===== config.mk =====
export PLATFORM = sky130hd
export DESIGN_NAME = utf8_stream_decoder_unit
export DESIGN_NICKNAME = d
export VERILOG_FILES = /design/src/u8dec_pkg.sv /design/src/utf8_stream_decoder_unit.sv
export SDC_FILE = /design/constraint.sdc
export NUM_CORES = 1
export LEC_CHECK = 0
export BUFFER_PORTS_ARGS = -buffer_cell sky130_fd_sc_hd__buf_2
export CORE_MARGIN = 5
export CORE_UTILIZATION = 50
export CTS_BUF_LIST = sky130_fd_sc_hd__clkbuf_4 sky130_fd_sc_hd__clkbuf_8
export DETAILED_ROUTE_END_ITERATION = 12
export GPL_TIMING_DRIVEN = 0
export PLACE_DENSITY = 0.73
export SLEW_MARGIN = 10
export SYNTH_ARGS = -nofsm -noshare
export SYNTH_HDL_FRONTEND = slang
export SYNTH_SLANG_ARGS = --single-unit

===== constraint.sdc =====
create_clock -name clock -period 1.91 [get_ports clock]
set_input_delay 0.382 -clock clock [delete_from_list [all_inputs] [get_ports clock]]
set_output_delay 0.382 -clock clock [all_outputs]
set_load 0.005 [all_outputs]

===== src/u8dec_pkg.sv =====
// Package for the UTF-8 stream decoder: field widths, byte masks and the
// lead byte classification type.
// No dependencies.
package u8dec_pkg;

   localparam int unsigned BYTE_W    = 8;
   localparam int unsigned CP_W      = 21;
   localparam int unsigned PENDING_W = 2;

   localparam logic [BYTE_W-1:0] TERMINATOR   = 8'h00;
   localparam logic [BYTE_W-1:0] CONT_MASK    = 8'h3F;
   localparam logic [BYTE_W-1:0] ASCII_MASK   = 8'h80;
   localparam logic [BYTE_W-1:0] LEAD2_MASK   = 8'hE0;
   localparam logic [BYTE_W-1:0] LEAD2_CODE   = 8'hC0;
   localparam logic [BYTE_W-1:0] LEAD3_MASK   = 8'hF0;
   localparam logic [BYTE_W-1:0] LEAD3_CODE   = 8'hE0;
   localparam logic [BYTE_W-1:0] LEAD4_MASK   = 8'hF8;
   localparam logic [BYTE_W-1:0] LEAD4_CODE   = 8'hF0;
   localparam logic [BYTE_W-1:0] LEAD2_BITS   = 8'h1F;
   localparam logic [BYTE_W-1:0] LEAD3_BITS   = 8'h0F;
   localparam logic [BYTE_W-1:0] LEAD4_BITS   = 8'h07;

   typedef enum logic [2:0] {
      LEAD_ASCII,
      LEAD_TWO,
      LEAD_THREE,
      LEAD_FOUR,
      LEAD_INVALID
   } lead_class_type;

   function automatic lead_class_type classify_lead(input logic [BYTE_W-1:0] b);
      lead_class_type c;
      if ((b & ASCII_MASK) == TERMINATOR) begin
         c = LEAD_ASCII;
      end else if ((b & LEAD2_MASK) == LEAD2_CODE) begin
         c = LEAD_TWO;
      end else if ((b & LEAD3_MASK) == LEAD3_CODE) begin
         c = LEAD_THREE;
      end else if ((b & LEAD4_MASK) == LEAD4_CODE) begin
         c = LEAD_FOUR;
      end else begin
         c = LEAD_INVALID;
      end
      return c;
   endfunction

endpackage


===== src/utf8_stream_decoder_unit.sv =====
// Top level of the UTF-8 stream decoder: input byte register, decode logic
// and code point result register.
// Depends on u8dec_pkg.

// The decoder takes one byte of UTF-8 text per cycle while the result side
// keeps up. The byte that completes a sequence passes the input byte register
// and is decoded against the open sequence state; the code point then lands in
// the output register, so a new byte is taken every cycle while the result
// side keeps up. Continuation bytes are not checked for their 10xxxxxx pattern,
// invalid lead bytes are dropped silently, and a zero byte ends the text,
// discarding any partial sequence without a result.
module utf8_stream_decoder_unit (
   input  logic                         clock,
   input  logic                         reset,
   input  logic                         req_valid,
   output logic                         req_stall,
   input  logic [u8dec_pkg::BYTE_W-1:0] req_text_byte,
   output logic                         rsp_valid,
   input  logic                         rsp_stall,
   output logic [u8dec_pkg::CP_W-1:0]   rsp_code_point
);
   import u8dec_pkg::*;

   logic                 in_valid_ff, in_valid_in;
   logic [BYTE_W-1:0]    in_byte_ff;
   logic [PENDING_W-1:0] pending_ff, pending_in;
   logic [CP_W-1:0]      partial_ff, partial_in;
   logic                 out_valid_ff, out_valid_in;
   logic [CP_W-1:0]      out_cp_ff;
   logic                 accept, advance, emit;
   logic [CP_W-1:0]      emit_cp;
   logic [CP_W-1:0]      shifted;
   lead_class_type       lead_class;

   // The stored byte moves on when the result register is free or drains now.
   assign advance   = in_valid_ff && (!out_valid_ff || !rsp_stall);
   assign req_stall = in_valid_ff && !advance;
   assign accept    = req_valid && !req_stall;

   assign rsp_valid      = out_valid_ff;
   assign rsp_code_point = out_cp_ff;

   assign lead_class = classify_lead(in_byte_ff);
   assign shifted    = {partial_ff[CP_W-7:0], in_byte_ff[5:0] & CONT_MASK[5:0]};

   always_comb begin
      emit       = 1'b0;
      emit_cp    = shifted;
      pending_in = pending_ff;
      partial_in = partial_ff;
      if (in_byte_ff == TERMINATOR) begin
         pending_in = '0;
         partial_in = '0;
      end else if (pending_ff != '0) begin
         pending_in = pending_ff - PENDING_W'(1);
         if (pending_ff == PENDING_W'(1)) begin
            emit       = 1'b1;
            partial_in = '0;
         end else begin
            partial_in = shifted;
         end
      end else begin
         unique case (lead_class)
            LEAD_ASCII: begin
               emit    = 1'b1;
               emit_cp = CP_W'(in_byte_ff);
            end
            LEAD_TWO: begin
               partial_in = CP_W'(in_byte_ff & LEAD2_BITS);
               pending_in = PENDING_W'(1);
            end
            LEAD_THREE: begin
               partial_in = CP_W'(in_byte_ff & LEAD3_BITS);
               pending_in = PENDING_W'(2);
            end
            LEAD_FOUR: begin
               partial_in = CP_W'(in_byte_ff & LEAD4_BITS);
               pending_in = PENDING_W'(3);
            end
            default: begin
               // Invalid lead byte: dropped, state stays clear.
            end
         endcase
      end
   end

   always_comb begin
      if (accept) begin
         in_valid_in = 1'b1;
      end else if (advance) begin
         in_valid_in = 1'b0;
      end else begin
         in_valid_in = in_valid_ff;
      end
   end

   always_comb begin
      if (advance) begin
         out_valid_in = emit;
      end else if (!rsp_stall) begin
         out_valid_in = 1'b0;
      end else begin
         out_valid_in = out_valid_ff;
      end
   end

   always_ff @(posedge clock) begin
      if (reset) begin
         in_valid_ff  <= 1'b0;
         out_valid_ff <= 1'b0;
         pending_ff   <= '0;
         partial_ff   <= '0;
      end else begin
         in_valid_ff  <= in_valid_in;
         out_valid_ff <= out_valid_in;
         if (advance) begin
            pending_ff <= pending_in;
            partial_ff <= partial_in;
         end
      end
   end

   always_ff @(posedge clock) begin
      if (accept) begin
         in_byte_ff <= req_text_byte;
      end
      if (advance && emit) begin
         out_cp_ff <= emit_cp;
      end
   end

endmodule


==> summary.md, run 1 <==
| Metric | Value |
|---|---|
| Yosys top cell by area | edfxtp_1 |
| Synth top cells by count | 29 x edfxtp_1, 24 x nor2b_1, 20 x o21ai_1 |
| Initial core utilization | 0.524 |
| Ranking of synthesized cells by area | edfxtp_1 45%, dfxtp_1 20%, nor2b_1 7.7% |
| TritonRoute pass-1 iters | 4 |
| Prevailing post-synth register cell | edfxtp_1 |
| Outcome | completed |
| Cell Rows | 22 |
| Crit path required time | 2.13 ns |
| Vert. Die Dim | 72.4 um |
| Number of port buffers | 34 |
| Hold crit path type | primary input to flop |
| Worst-path clk slew | 0.08 ns |
| Cells on worst reg2reg path | 5 |
| Cell Area, Synth | 1950 um^2 |
| Seq pwr share | 0.577 |
| Post-layout util | 0.629 |
| Synth top area share | 0.448 |
| Layout Cells excl Fill | 256 |
| Dpl cells | 243 |
| Cts hold-fix bufs | 0 |
| Layout area overhead | 20.1% |
| Chip Width | 72.4 um |
| Critical Path Source Type | flop |
| Number of DRC markers in iteration 0 | 83 |
| Internal power | 1570 uW |
| Fin. Hold Viols | 0 |
| Clock power frac | 0.353 |
| Detailed placement HPWL | 2660 um |
| Distinct cells, synth | 33 |
| Core Footprint | 3720 um^2 |
| Syn avg cell area | 12.1 um^2 |
| Reg-to-reg startpoint | in_byte_ff[3] |
| Final min period | 1.74 ns |
| Crit-path cells | nor4_4 > buf_4 > a221o_2 > nand2_2 > o21ai_1 |
| Crit Path Max Fanout | 10 |
| TritonCTS buffer count | 5 |
| Gr usage total | 0.162 |
| CTS sink cnt | 48 |
| Crit path arrival time | 1.96 ns |
| Count leader, synth | edfxtp_1 |
| EDFF count, synth | 29 |
| Switching power share of the total | 0.215 |
| Reg-to-reg setup timing slack | 0.17 ns |
| Tot Pwr | 2000 uW |
| Worst r2r dst | partial_ff[7] |
| Clock Latency Late Sink | 0.29 ns |
| Rel. slew slack | 0.497 |
| DRC Markers | 0 |
| Final setup fails | 0 |
| Maximum clock rate | 576 MHz |
| PwrDens | 857 nW/um^2 |
| Min-delay src | req_text_byte[7] |
| Slowest cell on the critical path | edfxtp_1 |
| Max incr delay on CP | 0.51 ns |
| Ys async rst share | 0 |
| First-pass GRT wire length | 6550 um |
| Tightest Pin Transition | 0.754 ns |
| Vias in the first global route | 1,397 |
| H-tree depth | 2 |
| Grt ovf | 0 |
| Sw power | 430 uW |
| VDD IR max | 0.554 mV |
| Unrepaired setup endpoints after global routing | no |
| Die area | 5240 um^2 |
| Gpl congestion | 0.943 |
| Pin count of the biggest net entering global routing | 16 |
| DR vias/cell | 5.38 |
| Leakage power | 0.000820 uW |
| Combinational power share | 0.070 |
| Ys Warns | 0 |
| Hold Crit Depth | 1 |
| CTS tree | yes |
| Max Slew Vio Count | 0 |
| Crit. End Element | flop |
| Syn Nets | 173 |
| Final Skew | 0.00542 ns |
| DR vias | 1,378 |
| Maximum buffer depth of the clock tree | 2 |
| Layout cell share with drive strength beyond 1 | 0.303 |
| Total routed wirelength | 3830 um |
| Root Driver | clkbuf_8 |
| Diode count | 0 |
| Antenna violations before repair | 0 |
| Fin crit share | 0.910 |
| Worst Hold Path EP | in_byte_ff[7] |
| Layout net count | 219 |
| Per-cell routed wire length | 14.9 um |
| Cells after Synth | 161 |
| Seq/Total Area, Yosys | 0.643 |
| DRT antenna net count | 0 |
| Setup CP Type | flop to flop |
| Max-cap viol count | 0 |
| IO Pins | 35 |
| Synth Register Bits | 48 |
==> state kept, by name (all words and copies together) (netlist names) <==
signal	count
partial_ff	15
in_valid_ff	1
rsp_code_point	21
rsp_valid	1
pending_ff	2
in_byte_ff	8
==> worst max-delay path, delay by kind of cell (launching register included) <==
kind	cells	cell delay [ns]
and+or+nand+nor	2	0.54
DFF	1	0.51
AOI/OAI and AO/OA	2	0.41
buffers and inverters	1	0.20
==> cell families (layout without fill, tap and decap cells) <==
family	Yosys count	count (layout)	synth area share
buf+inv	8	55	0.0219
compound gates	42	42	0.123
simple gates	62	62	0.205
mux	1	1	0.00771
flops	48	48	0.643
==> power groups by stage <==
stage	combinational [uW]	sequential [uW]	clock [uW]
6_report	140	1160	707
5_1_grt	155	1160	774
4_1_cts	141	1160	721
3_5_place_dp	132	1180	0
3_3_place_gp	130	1180	0
2_1_floorplan	78.6	1180	0
==> what timing repair did <==
item | in CTS | in global routing
setup buffers | 5 | 0
pin swaps | 2 | 0
setup endpoints to repair | 21 | 21
gates resized for setup | 2 | 1
cloned | 1 | 0
==> how the worst max path moves through the flow <==
stage | from | to | slack (ns) | cells past startpoint
floorplan | rsp_stall | rsp_code_point[0] | 0.12 | 5
global placement | rsp_stall | rsp_code_point[16] | -0.32 | 6
detailed placement | rsp_stall | rsp_code_point[9] | -0.33 | 6
CTS | rsp_valid | rsp_code_point[16] | 0.05 | 6
global route | in_byte_ff[4] | partial_ff[7] | 0.002 | 5
finish | in_byte_ff[3] | partial_ff[7] | 0.17 | 5
==> layout by cell type, fill, tap and decap left out, types with 6 or more instances in the layout <==
cell type  instances
dfxtp_1           19
nand2_1           13
a21oi_1           11
buf_2             34
buf_4              6
o21ai_1           20
edfxtp_1          29
nor2b_1           24
==> metrics by stage <==
step	setup WS (ns)	area [um^2]	hold slack [ns]	TNS, ns
global route	0.00168	2340	0.239	0
detailed placement	-0.327	2180	0.451	-6.85
global placement	-0.319	2180	0.443	-6.69
floorplan	0.116	1950	0.432	0
finish	0.173	2340	0.260	0
CTS	0.0481	2340	0.254	0
==> area by class of cell <==
class                   count  area (um^2)
repair buffers             39          208
well taps                  48         60.1
multi-input cells         105          657
fillers                   298         1380
clock buffers               5         68.8
plain buffers               5         31.3
inverters                   2         11.3
flip-flops and latches     48         1250
repair inverters            1         7.51
clock inverters             3         42.5
==> per-layer routing <==
| metal | global-route usage | wire, um | vias up | part of all wire |
|---|---|---|---|---|
| met1 | 0.198 | 1610 | 647 | 0.42 |
| met4 | 0.0553 | 91 | 0 | 0.024 |
| met3 | 0.0485 | 227 | 11 | 0.059 |
| li1 | - | - | 677 | - |
| met2 | 0.273 | 1900 | 43 | 0.50 |
| met5 | 0 | 0 | - | 0 |
Power figures use the tool's default switching activity.
==> run 2, diff against run 1 <==
--- a/config.mk
+++ b/config.mk
@@ -7,11 +7,10 @@
 export LEC_CHECK = 0
 export BUFFER_PORTS_ARGS = -buffer_cell sky130_fd_sc_hd__buf_2
 export CORE_MARGIN = 5
-export CORE_UTILIZATION = 50
+export CORE_UTILIZATION = 57
 export CTS_BUF_LIST = sky130_fd_sc_hd__clkbuf_4 sky130_fd_sc_hd__clkbuf_8
 export DETAILED_ROUTE_END_ITERATION = 12
-export GPL_TIMING_DRIVEN = 0
-export PLACE_DENSITY = 0.73
+export PLACE_DENSITY = 0.81
 export SLEW_MARGIN = 10
 export SYNTH_ARGS = -nofsm -noshare
 export SYNTH_HDL_FRONTEND = slang
==> run 2 against run 1 <==
Utilization up 7.6 points. Fmax down 2.1%. Via count up 0.87%. Critical path depth down 1. Sequential share of layout area up 0.11 points.
==> summary.md, run 2 (synthesis results as in run 1) <==
| Metric | Value |
|---|---|
| Outcome | completed |
| Seq pwr share | 0.613 |
| Cell Rows | 21 |
| Vert. Die Dim | 68.4 um |
| Layout area overhead | 19.9% |
| Diode count | 0 |
| Most common cell after layout, fill and taps aside | buf_2 |
| Maximum buffer depth of the clock tree | 2 |
| Gpl congestion | 0.830 |
| Rel. slew slack | 0.578 |
| Core Footprint | 3310 um^2 |
| Critical Path Source Type | flop |
| DR vias/cell | 5.45 |
| Reg-to-reg startpoint | in_byte_ff[2] |
| CTS tree | yes |
| Switching power share of the total | 0.223 |
| Crit-path cells | nor4_4 > and2_4 > nor3_4 > mux2_4 |
| Min-delay src | req_text_byte[7] |
| Layout net count | 220 |
| Vias in the first global route | 1,391 |
| Pin count of the biggest net entering global routing | 22 |
| Top Family by Delay on Critical Path | simple AND/OR/NAND/NOR gates |
| Worst Hold Path EP | in_byte_ff[7] |
| Fin. Hold Viols | 0 |
| Max-cap viol count | 0 |
| Per-cell routed wire length | 14.4 um |
| Setup CP Type | flop to flop |
| CTS sink cnt | 48 |
| WHS | 0.196 ns |
| Crit path required time | 2.04 ns |
| Chip Width | 68.4 um |
| Grt ovf | 0 |
| Die area | 4680 um^2 |
| Number of DRC markers in iteration 0 | 90 |
| Worst r2r dst | rsp_code_point[6] |
| Total routed wirelength | 3670 um |
| Crit. End Element | flop |
| Sw power | 419 uW |
| Unrepaired setup endpoints after global routing | no |
| DRC Markers | 0 |
| Max Slew Vio Count | 0 |
| H-tree depth | 2 |
| Worst-path clk slew | 0.13 ns |
| Hold crit path type | primary input to flop |
| Internal power | 1460 uW |
| DR vias | 1,390 |
| Clock Latency Late Sink | 0.36 ns |
| Cts hold-fix bufs | 0 |
| Root Driver | clkbuf_4 |
| Layout cell share with drive strength beyond 1 | 0.306 |
| TritonCTS buffer count | 5 |
| PwrDens | 807 nW/um^2 |
| Leakage power | 0.000836 uW |
| Buf/Inv on CP | 0 |
| Fin crit share | 0.929 |
| TritonRoute pass-1 iters | 4 |
| Hold Crit Depth | 1 |
| IO Pins | 35 |
| Antenna violations before repair | 0 |
| Gr usage total | 0.179 |
| Clock power frac | 0.310 |
| Number of port buffers | 34 |
| Final Skew | 0.0103 ns |
| Tightest Pin Transition | 0.633 ns |
| VDD IR max | 0.804 mV |
| DRT antenna net count | 0 |
| Combinational power share | 0.077 |
| First-pass GRT wire length | 6090 um |
| Most frequent cells in the layout | 34 x buf_2, 29 x edfxtp_1, 24 x nor2b_1 |
| Reg-to-reg setup timing slack | 0.14 ns |
| Maximum clock rate | 564 MHz |
| Crit path arrival time | 1.91 ns |
| Crit Path Max Fanout | 6 |
| Max incr delay on CP | 0.49 ns |
| Slowest cell on the critical path | edfxtp_1 |
| Tot Pwr | 1880 uW |
| Final min period | 1.77 ns |
| Max FFs per register | 21 |
| Initial core utilization | 0.588 |
| Cells on worst reg2reg path | 4 |
| Final setup fails | 0 |
| Detailed placement HPWL | 2550 um |
## run 2: metal layers
layer	part of all wire	GRT usage	vias up	wire length, um
li1	-	-	680	-
met1	0.39	0.197	655	1420
met2	0.53	0.315	47	1950
met3	0.066	0.0575	8	241
met4	0.018	0.0769	0	65
met5	0	0	-	0
## run 2: what timing repair did
item | CTS | global route
pin swaps | 0 | 2
hold endpoints to repair | 0 | 0
endpoints found under the setup margin | 5 | 1
gates cloned | 0 | 0
resized for setup | 1 | 0
setup buffers | 0 | 3
## run 2: layout make-up
type,instances,area (um^2)
timing repair buffer,46,273
fill,253,978
sequential,48,1250
multi-input combinational,105,663
clock inverter,3,42.5
clock buffer,5,37.5
inverter,2,7.51
tap,46,57.6
## run 2: how the worst max path moves through the flow
stage	from	endpoint	slack [ns]	cells past startpoint
floorplan	rsp_stall	rsp_code_point[0]	0.12	5
global placement	in_byte_ff[3]	rsp_code_point[6]	0.05	4
detailed placement	in_byte_ff[6]	partial_ff[4]	-0.05	4
CTS	in_byte_ff[3]	rsp_code_point[6]	-0.005	4
global route	in_byte_ff[6]	partial_ff[12]	0.04	5
finish	in_byte_ff[2]	rsp_code_point[6]	0.14	4
## run 2: power by group through the flow
stage,sequential (uW),clock [uW],combinational (uW)
floorplan,1180,0,78.6
finish,1150,584,145
CTS,1150,589,141
global placement,1170,0,132
detailed placement,1180,0,137
global route,1160,643,161
## run 2: through the flow
stage / utilization / cells / area (um^2) / setup slack (ns) / TNS (ns)
2_1_floorplan: - / 161 / 1950 / 0.116 / 0
3_3_place_gp: 0.670 / 244 / 2220 / 0.0472 / 0
3_5_place_dp: 0.670 / 244 / 2220 / -0.0535 / -0.116
4_1_cts: 0.698 / 252 / 2310 / -0.00491 / -0.00491
5_1_grt: 0.704 / 255 / 2330 / 0.0418 / 0
6_report: 0.704 / 255 / 2330 / 0.135 / 0
